**config.mk**
```make
export PLATFORM = sky130hd
export DESIGN_NAME = hamming_sec_bit_stream_decoder
export DESIGN_NICKNAME = d
export VERILOG_FILES = /design/src/rtl/core/hsbd_pkg.sv /design/src/rtl/core/hsbd_collect.sv /design/src/rtl/core/hsbd_correct.sv /design/src/rtl/core/hamming_sec_bit_stream_decoder.sv
export SDC_FILE = /design/constraint.sdc
export NUM_CORES = 1
export LEC_CHECK = 0
export BUFFER_PORTS_ARGS = -buffer_cell sky130_fd_sc_hd__buf_2
export CAP_MARGIN = 20
export CORE_MARGIN = 2
export CORE_UTILIZATION = 50
export DETAILED_ROUTE_END_ITERATION = 8
export PLACE_DENSITY = 0.7
export SETUP_SLACK_MARGIN = 0.5
export SYNTH_ARGS = -nofsm -noshare
export SYNTH_HDL_FRONTEND = slang
export SYNTH_SLANG_ARGS = --single-unit
```
**constraint.sdc**
```tcl
create_clock -name clk -period 10.5 [get_ports clk]
set_input_delay 0 -clock clk [delete_from_list [all_inputs] [get_ports clk]]
set_output_delay 0 -clock clk [all_outputs]
set_load 0.1 [all_outputs]
```
**src/rtl/core/hsbd_pkg.sv**
```systemverilog
package hsbd_pkg;

  localparam int CODE_BITS = 16;
  localparam int DATA_BITS = 11;
  localparam int ROW_COUNT = 4;
  localparam int MASK_COLS = 12;
  localparam int MASKS_W   = ROW_COUNT * MASK_COLS;

  // rows 1483, 1964, 1658, 861 packed low row first
  localparam logic [MASKS_W-1:0] MASKS_RESET = 48'd59195294139851;

  typedef logic [CODE_BITS-1:0] word_t;
  typedef logic [DATA_BITS-1:0] data_t;
  typedef logic [ROW_COUNT-1:0] syn_t;
  typedef logic [MASKS_W-1:0]   masks_t;

  typedef struct packed {
    data_t data_bits;
    logic  corrected;
    logic  uncorrectable;
  } result_t;

endpackage

```
**src/rtl/core/hsbd_collect.sv**
```systemverilog
module hsbd_collect #(
  parameter int GROUP_BITS = 17
) (
  input  logic            clk,
  input  logic            rst_n,
  input  logic            in_valid,
  output logic            in_ready,
  input  logic            in_code_bit,
  output logic            cw_valid,
  input  logic            cw_ready,
  output hsbd_pkg::word_t cw_word
);

  localparam int PosW = $clog2(GROUP_BITS);
  localparam logic [PosW-1:0] PosLast = PosW'(GROUP_BITS - 1);

  logic [PosW-1:0] pos_r, pos_nxt;
  hsbd_pkg::word_t word_r, word_nxt;
  hsbd_pkg::word_t word_cur;
  logic            is_last;
  logic            in_acc;

  assign is_last  = (pos_r == PosLast);
  // only the group's final bit needs room downstream
  assign in_ready = !is_last || cw_ready;
  assign in_acc   = in_valid && in_ready;

  always_comb begin
    word_cur = word_r;
    if (int'(pos_r) < hsbd_pkg::CODE_BITS) begin
      word_cur[pos_r[3:0]] = in_code_bit;
    end
  end

  assign cw_valid = in_acc && is_last;
  assign cw_word  = word_cur;

  always_comb begin
    pos_nxt  = pos_r;
    word_nxt = word_r;
    if (in_acc) begin
      if (is_last) begin
        pos_nxt  = '0;
        word_nxt = '0;
      end else begin
        pos_nxt  = pos_r + 1'b1;
        word_nxt = word_cur;
      end
    end
  end

  always_ff @(posedge clk) begin
    if (!rst_n) begin
      pos_r  <= '0;
      word_r <= '0;
    end else begin
      pos_r  <= pos_nxt;
      word_r <= word_nxt;
    end
  end

endmodule

```
**src/rtl/core/hsbd_correct.sv**
```systemverilog
module hsbd_correct (
  input  logic              clk,
  input  logic              rst_n,
  input  hsbd_pkg::masks_t  masks,
  input  logic              cw_valid,
  output logic              cw_ready,
  input  hsbd_pkg::word_t   cw_word,
  output logic              res_valid,
  input  logic              res_ready,
  output hsbd_pkg::result_t res
);

  hsbd_pkg::syn_t    syn;
  hsbd_pkg::word_t   flip;
  hsbd_pkg::word_t   fixed;
  hsbd_pkg::syn_t    col_pat [hsbd_pkg::CODE_BITS];
  hsbd_pkg::result_t res_r, res_nxt;
  logic              vld_r, vld_nxt;
  logic              found;

  // syndrome: masked parity over columns 0-11 plus identity column
  always_comb begin
    for (int r = 0; r < hsbd_pkg::ROW_COUNT; r++) begin
      syn[r] = ^(masks[r*hsbd_pkg::MASK_COLS +: hsbd_pkg::MASK_COLS]
                 & cw_word[hsbd_pkg::MASK_COLS-1:0])
               ^ cw_word[hsbd_pkg::MASK_COLS + r];
    end
  end

  // column patterns of the check matrix
  always_comb begin
    for (int c = 0; c < hsbd_pkg::CODE_BITS; c++) begin
      col_pat[c] = '0;
      if (c < hsbd_pkg::MASK_COLS) begin
        for (int r = 0; r < hsbd_pkg::ROW_COUNT; r++) begin
          col_pat[c][r] = masks[r*hsbd_pkg::MASK_COLS + c];
        end
      end else begin
        col_pat[c][c - hsbd_pkg::MASK_COLS] = 1'b1;
      end
    end
  end

  always_comb begin
    for (int c = 0; c < hsbd_pkg::CODE_BITS; c++) begin
      flip[c] = (syn != '0) && (col_pat[c] == syn);
    end
  end

  assign found = |flip;
  assign fixed = cw_word ^ flip;

  assign cw_ready = !vld_r || res_ready;

  always_comb begin
    res_nxt = res_r;
    vld_nxt = vld_r;
    if (cw_ready) begin
      vld_nxt = cw_valid;
      if (cw_valid) begin
        res_nxt.data_bits     = fixed[hsbd_pkg::DATA_BITS-1:0];
        res_nxt.corrected     = found;
        res_nxt.uncorrectable = (syn != '0) && !found;
      end
    end
  end

  always_ff @(posedge clk) begin
    if (!rst_n) begin
      vld_r <= 1'b0;
    end else begin
      vld_r <= vld_nxt;
    end
  end

  always_ff @(posedge clk) begin
    res_r <= res_nxt;
  end

  assign res_valid = vld_r;
  assign res       = res_r;

endmodule

```
**src/rtl/core/hamming_sec_bit_stream_decoder.sv**
```systemverilog
// serial hamming (16,11) single-error-correcting decoder
//
// input channel: one code bit per item, least significant first. items are
// grouped in GROUP_BITS bits; positions 0-15 form the codeword and any later
// positions of the group are taken and dropped.
// result channel: one item per group with the 11 corrected data bits and the
// corrected / uncorrectable flags.
// config channel: the four 12-bit check-matrix row masks, always ready. write
// it only while no group is in progress and no result is pending.
//
// throughput: one code bit per cycle while in_ready is high, so one result per group.
// latency: the result is valid the cycle after the group's last bit is taken;
// syndrome, column match and flip are one level of xor/compare logic between
// the gathered word and the result register.
// stall: the result register holds its item until taken. bits keep flowing
// meanwhile; only the last bit of the next group waits (in_ready low) while
// the previous result is still unread.
// reset: position and partial word clear, no result pending, the row masks
// return to 1483, 1964, 1658, 861.
module hamming_sec_bit_stream_decoder #(
  parameter int GROUP_BITS = 17
) (
  input  logic        clk,
  input  logic        rst_n,
  // code bit items
  input  logic        in_valid,
  output logic        in_ready,
  input  logic        in_code_bit,
  // decoded items
  output logic        out_valid,
  input  logic        out_ready,
  output logic [10:0] out_data_bits,
  output logic        out_corrected,
  output logic        out_uncorrectable,
  // row mask register
  input  logic        cfg_valid,
  output logic        cfg_ready,
  input  logic [47:0] cfg_parity_row_masks
);

  hsbd_pkg::masks_t  masks_r, masks_nxt;
  hsbd_pkg::word_t   cw_word;
  hsbd_pkg::result_t res;
  logic              cw_valid;
  logic              cw_ready;

  // config register, writable at any cycle
  assign cfg_ready = 1'b1;

  always_comb begin
    masks_nxt = masks_r;
    if (cfg_valid && cfg_ready) begin
      masks_nxt = cfg_parity_row_masks;
    end
  end

  always_ff @(posedge clk) begin
    if (!rst_n) begin
      masks_r <= hsbd_pkg::MASKS_RESET;
    end else begin
      masks_r <= masks_nxt;
    end
  end

  // bit gathering and group framing
  hsbd_collect #(
    .GROUP_BITS (GROUP_BITS)
  ) u_collect (
    .clk         (clk),
    .rst_n       (rst_n),
    .in_valid    (in_valid),
    .in_ready    (in_ready),
    .in_code_bit (in_code_bit),
    .cw_valid    (cw_valid),
    .cw_ready    (cw_ready),
    .cw_word     (cw_word)
  );

  // syndrome, correction and result register
  hsbd_correct u_correct (
    .clk       (clk),
    .rst_n     (rst_n),
    .masks     (masks_r),
    .cw_valid  (cw_valid),
    .cw_ready  (cw_ready),
    .cw_word   (cw_word),
    .res_valid (out_valid),
    .res_ready (out_ready),
    .res       (res)
  );

  assign out_data_bits     = res.data_bits;
  assign out_corrected     = res.corrected;
  assign out_uncorrectable = res.uncorrectable;

endmodule
```
==> out/summary.txt, run 1 <==
=====================================================================================
Outcome                                                                  complete, no violations
Effective utilization at floorplan                                              0.512
Initial antenna violation count                                                     0
Post-route DRC violation count                                                      0
Number of gates resized after CTS                                                   0
Final worst-path cycle share                                                    0.471
Average footprint of a synthesized cell                                      9.90 µm²
H-tree depth                                                                        3
Data required time at the worst endpoint                                     10600 ps
Largest net degree at the start of global routing                                  71
Max-Cap Viols                                                                       0
Global-route wire length before repair                                       24300 µm
Worst VDD drop                                                             0.000137 V
Number of flops mapped to enable cells by yosys                                    13
Yosys top cell by area                                                   sky130_fd_sc_hd__dfxtp_1
Synth async-reset ratio                                                             0
Tightest hold margin                                                          14.1 ps
Final slew viol count                                                               0
Largest buffer count on any clock path                                              2
Design area                                                               0.00700 mm²
Core Area                                                                  0.0114 mm²
Count of routing violations after the opening detailed-route iteration            314
Biggest fanout along the worst timing path                                         17
Final Net Count                                                                   741
Arrival time of the worst setup path                                          5040 ps
Reported leakage power                                                        2.90 nW
Relative slew margins                                                           0.300
FF+latch count, synth                                                              83
Area growth, synth to finish                                                    19.8%
Setup repair after global routing missed its margin                             false
Endpoint kind of the worst setup timing path                                 register
Setup crit start kind                                                        register
Total inserted antenna cells                                                        0
Vias                                                                             4559
Cell Count Post-Placement                                                         766
Total setup buffers inserted after CTS                                              0
Fillcell total                                                                    954
Net switching power figure                                                   0.246 mW
Measured slew at the worst slew-check pin                                     1040 ps
Worst hold start                                                            out_ready
Net Count, Synth                                                                  648
CTS tree                                                                          yes
Launch point of the worst reg-to-reg path                                u_collect.pos_r[3]
Fraction of synthesized cell area taken by the top area cell type               0.240
Crit path kind                                                                reg2reg
Cell Rows                                                                          39
Cell count after synthesis                                                        590
Fraction of power consumed by the clock network                                 0.378
Die Outline Area                                                           0.0126 mm²
Share of final-layout standard cells stronger than drive strength 1             0.161
Number of vias per cell after detailed routing                                   5.49
Sum of routed wire length over all layers                                    15300 µm
First-pass iteration count of the detailed router                                   5
Cell area reported after detailed placement                               0.00617 mm²
Sequential power share                                                          0.394
Antenna-violating nets left                                                         0
Height of the die                                                              112 µm
Worst setup skew after layout                                                 8.72 ps
Vias in the first global route                                                   4488
Most common flop cell mapped by yosys                                    sky130_fd_sc_hd__dfxtp_1
Clock-pin slew of the registers on the worst-case setup and hold paths          60 ps
Number of different library cells in the post-synthesis netlist                    47
Clk Latency, worst-skew pair                                                   360 ps
HP Class                                                                       in2reg
Sequential cell area                                                      0.00179 mm²
Detailed-placement wirelength estimate                                       10800 µm
GP Congestion                                                                   0.888
Post-layout min period                                                        4950 ps
Number of CTS-inserted buffers                                                      9
Overall routing resource usage                                                  0.252
Final Hold Fails                                                                    0
Total gr overflow                                                                   0
Achievable clock frequency                                                    202 MHz
Start point of the critical path                                         u_collect.pos_r[3]
Proportion of synthesized chip area in sequential cells                         0.307
Routed len/inst                                                               18.4 µm
Count of clock tree sinks                                                          83
Multi-input combinational cell area                                       0.00380 mm²
Synth area leaders                                                       sky130_fd_sc_hd__dfxtp_1, sky130_fd_sc_hd__mux2i_1, sky130_fd_sc_hd__xnor2_1
Switching share of total power                                                  0.273
Post-Syn Area                                                             0.00584 mm²
Count of non-filler cells in the finished layout                                  831
I/O pin count                                                                      70
# setup viols final                                                                 0
Cts-stage hold buffer count                                                        48
Port-buffer cells                                                                  68
CTS Root Buffer Type                                                     sky130_fd_sc_hd__clkbuf_16
Combinational Power Share                                                       0.228
Sum of negative setup slack                                                      0 ps
Post-route total power                                                       0.901 mW
Internal Dissipation                                                         0.656 mW
Power per standard cell area                                               129 mW/mm²
Die outline width                                                              112 µm
Yosys warning count                                                                 0
=====================================================================================
logic make-up (layout without fill, tap and decap cells):
group,count (synthesis),after routing,synth area share
multiplexers,95,95,0.163
flip-flops,83,83,0.307
buffers and inverters,44,142,0.0418
adder cells (fa/ha/maj),4,4,0.00857
AO/OA/AOI/OAI,47,47,0.0583
XOR/XNOR,100,100,0.222
AND/OR/NAND/NOR,216,216,0.199
other,1,1,0.000642
cell usage after synthesis, types with 3 or more instances:
cell                       count
sky130_fd_sc_hd__buf_2         6
sky130_fd_sc_hd__xnor3_1      20
sky130_fd_sc_hd__buf_1         3
sky130_fd_sc_hd__buf_6         7
sky130_fd_sc_hd__mux2i_1      94
sky130_fd_sc_hd__clkbuf_1     19
sky130_fd_sc_hd__nor4bb_1      5
sky130_fd_sc_hd__a21oi_1       6
sky130_fd_sc_hd__buf_4         5
sky130_fd_sc_hd__nand2_1     110
sky130_fd_sc_hd__nor3b_1       3
sky130_fd_sc_hd__and2_1        7
sky130_fd_sc_hd__edfxtp_1     13
sky130_fd_sc_hd__a22oi_1      11
sky130_fd_sc_hd__o21ai_0      18
sky130_fd_sc_hd__xnor2_2      10
sky130_fd_sc_hd__nor4_1        3
sky130_fd_sc_hd__xor2_1       14
sky130_fd_sc_hd__nor4b_4       4
sky130_fd_sc_hd__ha_1          4
sky130_fd_sc_hd__nand4_1       8
sky130_fd_sc_hd__xnor2_1      52
sky130_fd_sc_hd__nor2_1       17
sky130_fd_sc_hd__nand3_1       5
sky130_fd_sc_hd__xnor2_4       3
sky130_fd_sc_hd__inv_1         4
sky130_fd_sc_hd__nor2b_1      43
sky130_fd_sc_hd__dfxtp_1      70
worst paths after layout:
kind / to / slack (ps) / cells after the start
worst max-delay path: u_correct.res[4] / 5550 / 10
worst min-delay path: u_correct.res_valid / 10 / 3
worst min register to register: masks_r[42] / 520 / 2
worst max register to register: u_correct.res[4] / 5550 / 10
through the flow:
stage / util / setup slack (ps)
5_1_grt: 0.613 / 5170
2_1_floorplan: - / 6840
3_3_place_gp: 0.540 / 5850
4_1_cts: 0.610 / 5620
3_5_place_dp: 0.540 / 5690
6_report: 0.613 / 5550
sequential cells by signal (all words and copies together), names as in the netlist:
register and flops:
u_collect.word_r 16, u_correct.res 13, u_correct.res_valid 1, u_collect.pos_r 5
masks_r 48
per-layer routing:
layer | vias up | part of all wire | track usage
met3 | 24 | 0.049 | 0.0540
li1 | 2200 | - | -
met2 | 132 | 0.48 | 0.410
met5 | - | 0 | 0
met4 | 0 | 0.022 | 0.0789
met1 | 2203 | 0.45 | 0.340
critical path: stages (launching register included):
cell and delay (ps):
sky130_fd_sc_hd__dfxtp_1 830, sky130_fd_sc_hd__nor4bb_1 900, sky130_fd_sc_hd__mux2i_1 300, sky130_fd_sc_hd__xnor2_1 110
sky130_fd_sc_hd__xnor2_1 370, sky130_fd_sc_hd__xnor2_4 190, sky130_fd_sc_hd__xnor2_2 760, sky130_fd_sc_hd__nand3_1 220
sky130_fd_sc_hd__nor2_1 650, sky130_fd_sc_hd__nor2_1 160, sky130_fd_sc_hd__xor2_1 190
cells in the final DEF, fill, tap and decap left out, drive strengths merged, types with 3 or more instances in the layout:
cell and n:
a21oi 6, a22oi 11, and2 7, and4bb 3
buf 74, clkbuf 11, dfxtp 70, dlygate4sd3 48
edfxtp 13, ha 4, inv 4, mux2i 94
nand2 110, nand3 5, nand4 8, nor2 17
nor2b 43, nor3b 3, nor4 3, nor4b 4
nor4bb 6, o21ai 18, xnor2 65, xnor3 21
xor2 14
layout make-up:
| class | count | area share |
|---|---|---|
| timing repair buffer | 122 | 0.127 |
| clock buffer | 11 | 0.0347 |
| inverter | 4 | 0.00215 |
| multi-input combinational | 463 | 0.544 |
| clock inverter | 5 | 0.0109 |
| tap | 143 | 0.0256 |
| sequential | 83 | 0.256 |
power by group through the flow:
stage | sequential (mW) | clock, mW | combinational (mW)
6_report | 0.355 | 0.341 | 0.206
5_1_grt | 0.356 | 0.357 | 0.222
4_1_cts | 0.355 | 0.348 | 0.202
3_5_place_dp | 0.361 | 0 | 0.186
3_3_place_gp | 0.361 | 0 | 0.184
2_1_floorplan | 0.353 | 0 | 0.157
Note: power is estimated with default switching activity, not from simulation.
==> run 2, diff against run 1 <==
clock period = 4.84 ns   (was 10.5 ns; I/O delays follow)
==> run 2 against run 1 <==
Against the previous run:
- combinational power grew 130%
- critical path type unchanged
- highest routed layer unchanged
- clock-buffer cell count shrank 1
- largest power group unchanged
- total power grew 110%
- critical path depth grew 5
- via count grew 2.2%
- fmax grew 19%
- core utilization grew 1.6 points
- routed wire length grew 0.21%
- first-iteration DRC count grew 17%
==> out/summary.txt, run 2 (synthesis results as in run 1) <==
=====================================================================================
Outcome                                                                  complete, no violations
Number of vias per cell after detailed routing                                   5.46
Final slew viol count                                                               0
Overall routing resource usage                                                  0.237
Sum of negative setup slack                                                      0 ps
H-tree depth                                                                        3
Total gr overflow                                                                   0
Die Outline Area                                                           0.0126 mm²
Relative slew margins                                                           0.453
Worst VDD drop                                                             0.000284 V
Post-route DRC violation count                                                      0
Largest net degree at the start of global routing                                  71
Clk Latency, worst-skew pair                                                   340 ps
Largest register by flop count                                                masks_r
Arrival time of the worst setup path                                          4240 ps
First-pass iteration count of the detailed router                                   5
Achievable clock frequency                                                    241 MHz
I/O pin count                                                                      70
Clock-pin slew of the registers on the worst-case setup and hold paths          60 ps
Global-route wire length before repair                                       23200 µm
Effective utilization at floorplan                                              0.512
Final Hold Fails                                                                    0
Max-Cap Viols                                                                       0
Area growth, synth to finish                                                    23.0%
Initial antenna violation count                                                     0
Count of clock tree sinks                                                          83
Design area                                                               0.00718 mm²
Cell Rows                                                                          39
Fillcell total                                                                    934
Endpoint kind of the worst setup timing path                                 register
Number of CTS-inserted buffers                                                      9
Pre-CTS setup slack                                                            266 ps
Port-buffer cells                                                                  68
Share of final-layout standard cells stronger than drive strength 1             0.199
Detailed-placement wirelength estimate                                       10800 µm
CTS tree                                                                          yes
Sum of routed wire length over all layers                                    15300 µm
Vias in the first global route                                                   4371
Measured slew at the worst slew-check pin                                      821 ps
Data required time at the worst endpoint                                      4930 ps
Leading cell type in the layout, fill and taps excluded                  sky130_fd_sc_hd__nand2_1
Biggest fanout along the worst timing path                                          8
Height of the die                                                              112 µm
Final Util                                                                      0.629
Power per standard cell area                                               269 mW/mm²
Largest buffer count on any clock path                                              2
CTS Root Buffer Type                                                     sky130_fd_sc_hd__clkbuf_16
Die outline width                                                              112 µm
Setup crit start kind                                                        register
Max FFs per register                                                               48
Total inserted antenna cells                                                        0
Setup repair after global routing missed its margin                             false
Final Net Count                                                                   763
Reported leakage power                                                        2.99 nW
Crit path kind                                                                reg2reg
HP Class                                                                       in2reg
Cell Count Post-Placement                                                         775
Vias                                                                             4658
Most used cells in the layout excluding fill and tap cells               sky130_fd_sc_hd__nand2_1, sky130_fd_sc_hd__mux2i_1, sky130_fd_sc_hd__buf_2
Count of routing violations after the opening detailed-route iteration            367
Count of non-filler cells in the finished layout                                  853
Core Area                                                                  0.0114 mm²
Worst setup skew after layout                                                 5.22 ps
Antenna-violating nets left                                                         0
Worst Slack Setup Final                                                        691 ps
Cell area reported after detailed placement                               0.00624 mm²
GP Congestion                                                                   0.900
# setup viols final                                                                 0
Final worst-path cycle share                                                    0.857
Post-layout min period                                                        4150 ps
Routed len/inst                                                               18.0 µm
=====================================================================================
## run 2: report_power, final
part / internal (mW) / total (mW) / switching [mW]
logic: 0.249 / 0.474 / 0.226
registers: 0.730 / 0.771 / 0.0410
clock network: 0.400 / 0.684 / 0.284
total: 1.38 / 1.93 / 0.551
## run 2: area by class of cell
cell class,instances,area [µm²],share of cell area
well taps,143,179,0.0249
clock buffers,10,229,0.0319
flip-flops and latches,83,1800,0.250
inverters,4,15.0,0.00209
repair buffers,144,1040,0.145
clock inverters,6,65.1,0.00906
multi-input cells,463,3860,0.537
## run 2: critical path: stages (launching register included)
cell and delay (ps):
sky130_fd_sc_hd__dfxtp_1 350, sky130_fd_sc_hd__inv_1 130, sky130_fd_sc_hd__ha_2 230, sky130_fd_sc_hd__nor4b_4 190, sky130_fd_sc_hd__buf_4 210, sky130_fd_sc_hd__mux2i_1 260
sky130_fd_sc_hd__xor2_1 350, sky130_fd_sc_hd__xnor3_1 330, sky130_fd_sc_hd__xnor2_2 150, sky130_fd_sc_hd__buf_4 180, sky130_fd_sc_hd__xnor2_4 230, sky130_fd_sc_hd__buf_2 220
sky130_fd_sc_hd__a311o_1 390, sky130_fd_sc_hd__a2111oi_4 390, sky130_fd_sc_hd__nor2_1 110, sky130_fd_sc_hd__and3_1 190
## run 2: metal layers
metal	up-vias	global-route usage	part of all wire
li1	2247	-	-
met1	2237	0.320	0.45
met2	154	0.392	0.48
met3	20	0.0475	0.054
met4	0	0.0610	0.020
met5	-	0	0
## run 2: what timing repair did
action,in CTS,in global routing
pin swaps,1,7
setup endpoints to repair,13,6
hold endpoints to repair,48,0
resized for setup,2,9
buffers inserted,2,11
hold buffers,48,0
## run 2: path summary, 6_finish.rpt
check | start | end | slack [ps] | cells past startpoint
min | out_ready | u_correct.res_valid | 40 | 3
max | u_collect.pos_r[0] | u_correct.res[0] | 690 | 15
min reg2reg | masks_r[28] | masks_r[28] | 520 | 2
max reg2reg | u_collect.pos_r[0] | u_correct.res[0] | 690 | 15
## run 2: through the flow
stage | total power [mW] | hold slack, ps
after floorplan | 1.11 | 129
after global placement | 1.20 | 214
after detailed placement | 1.20 | 219
after CTS | 1.92 | 28.2
after global routing | 2.00 | 48.7
final | 1.93 | 36.2
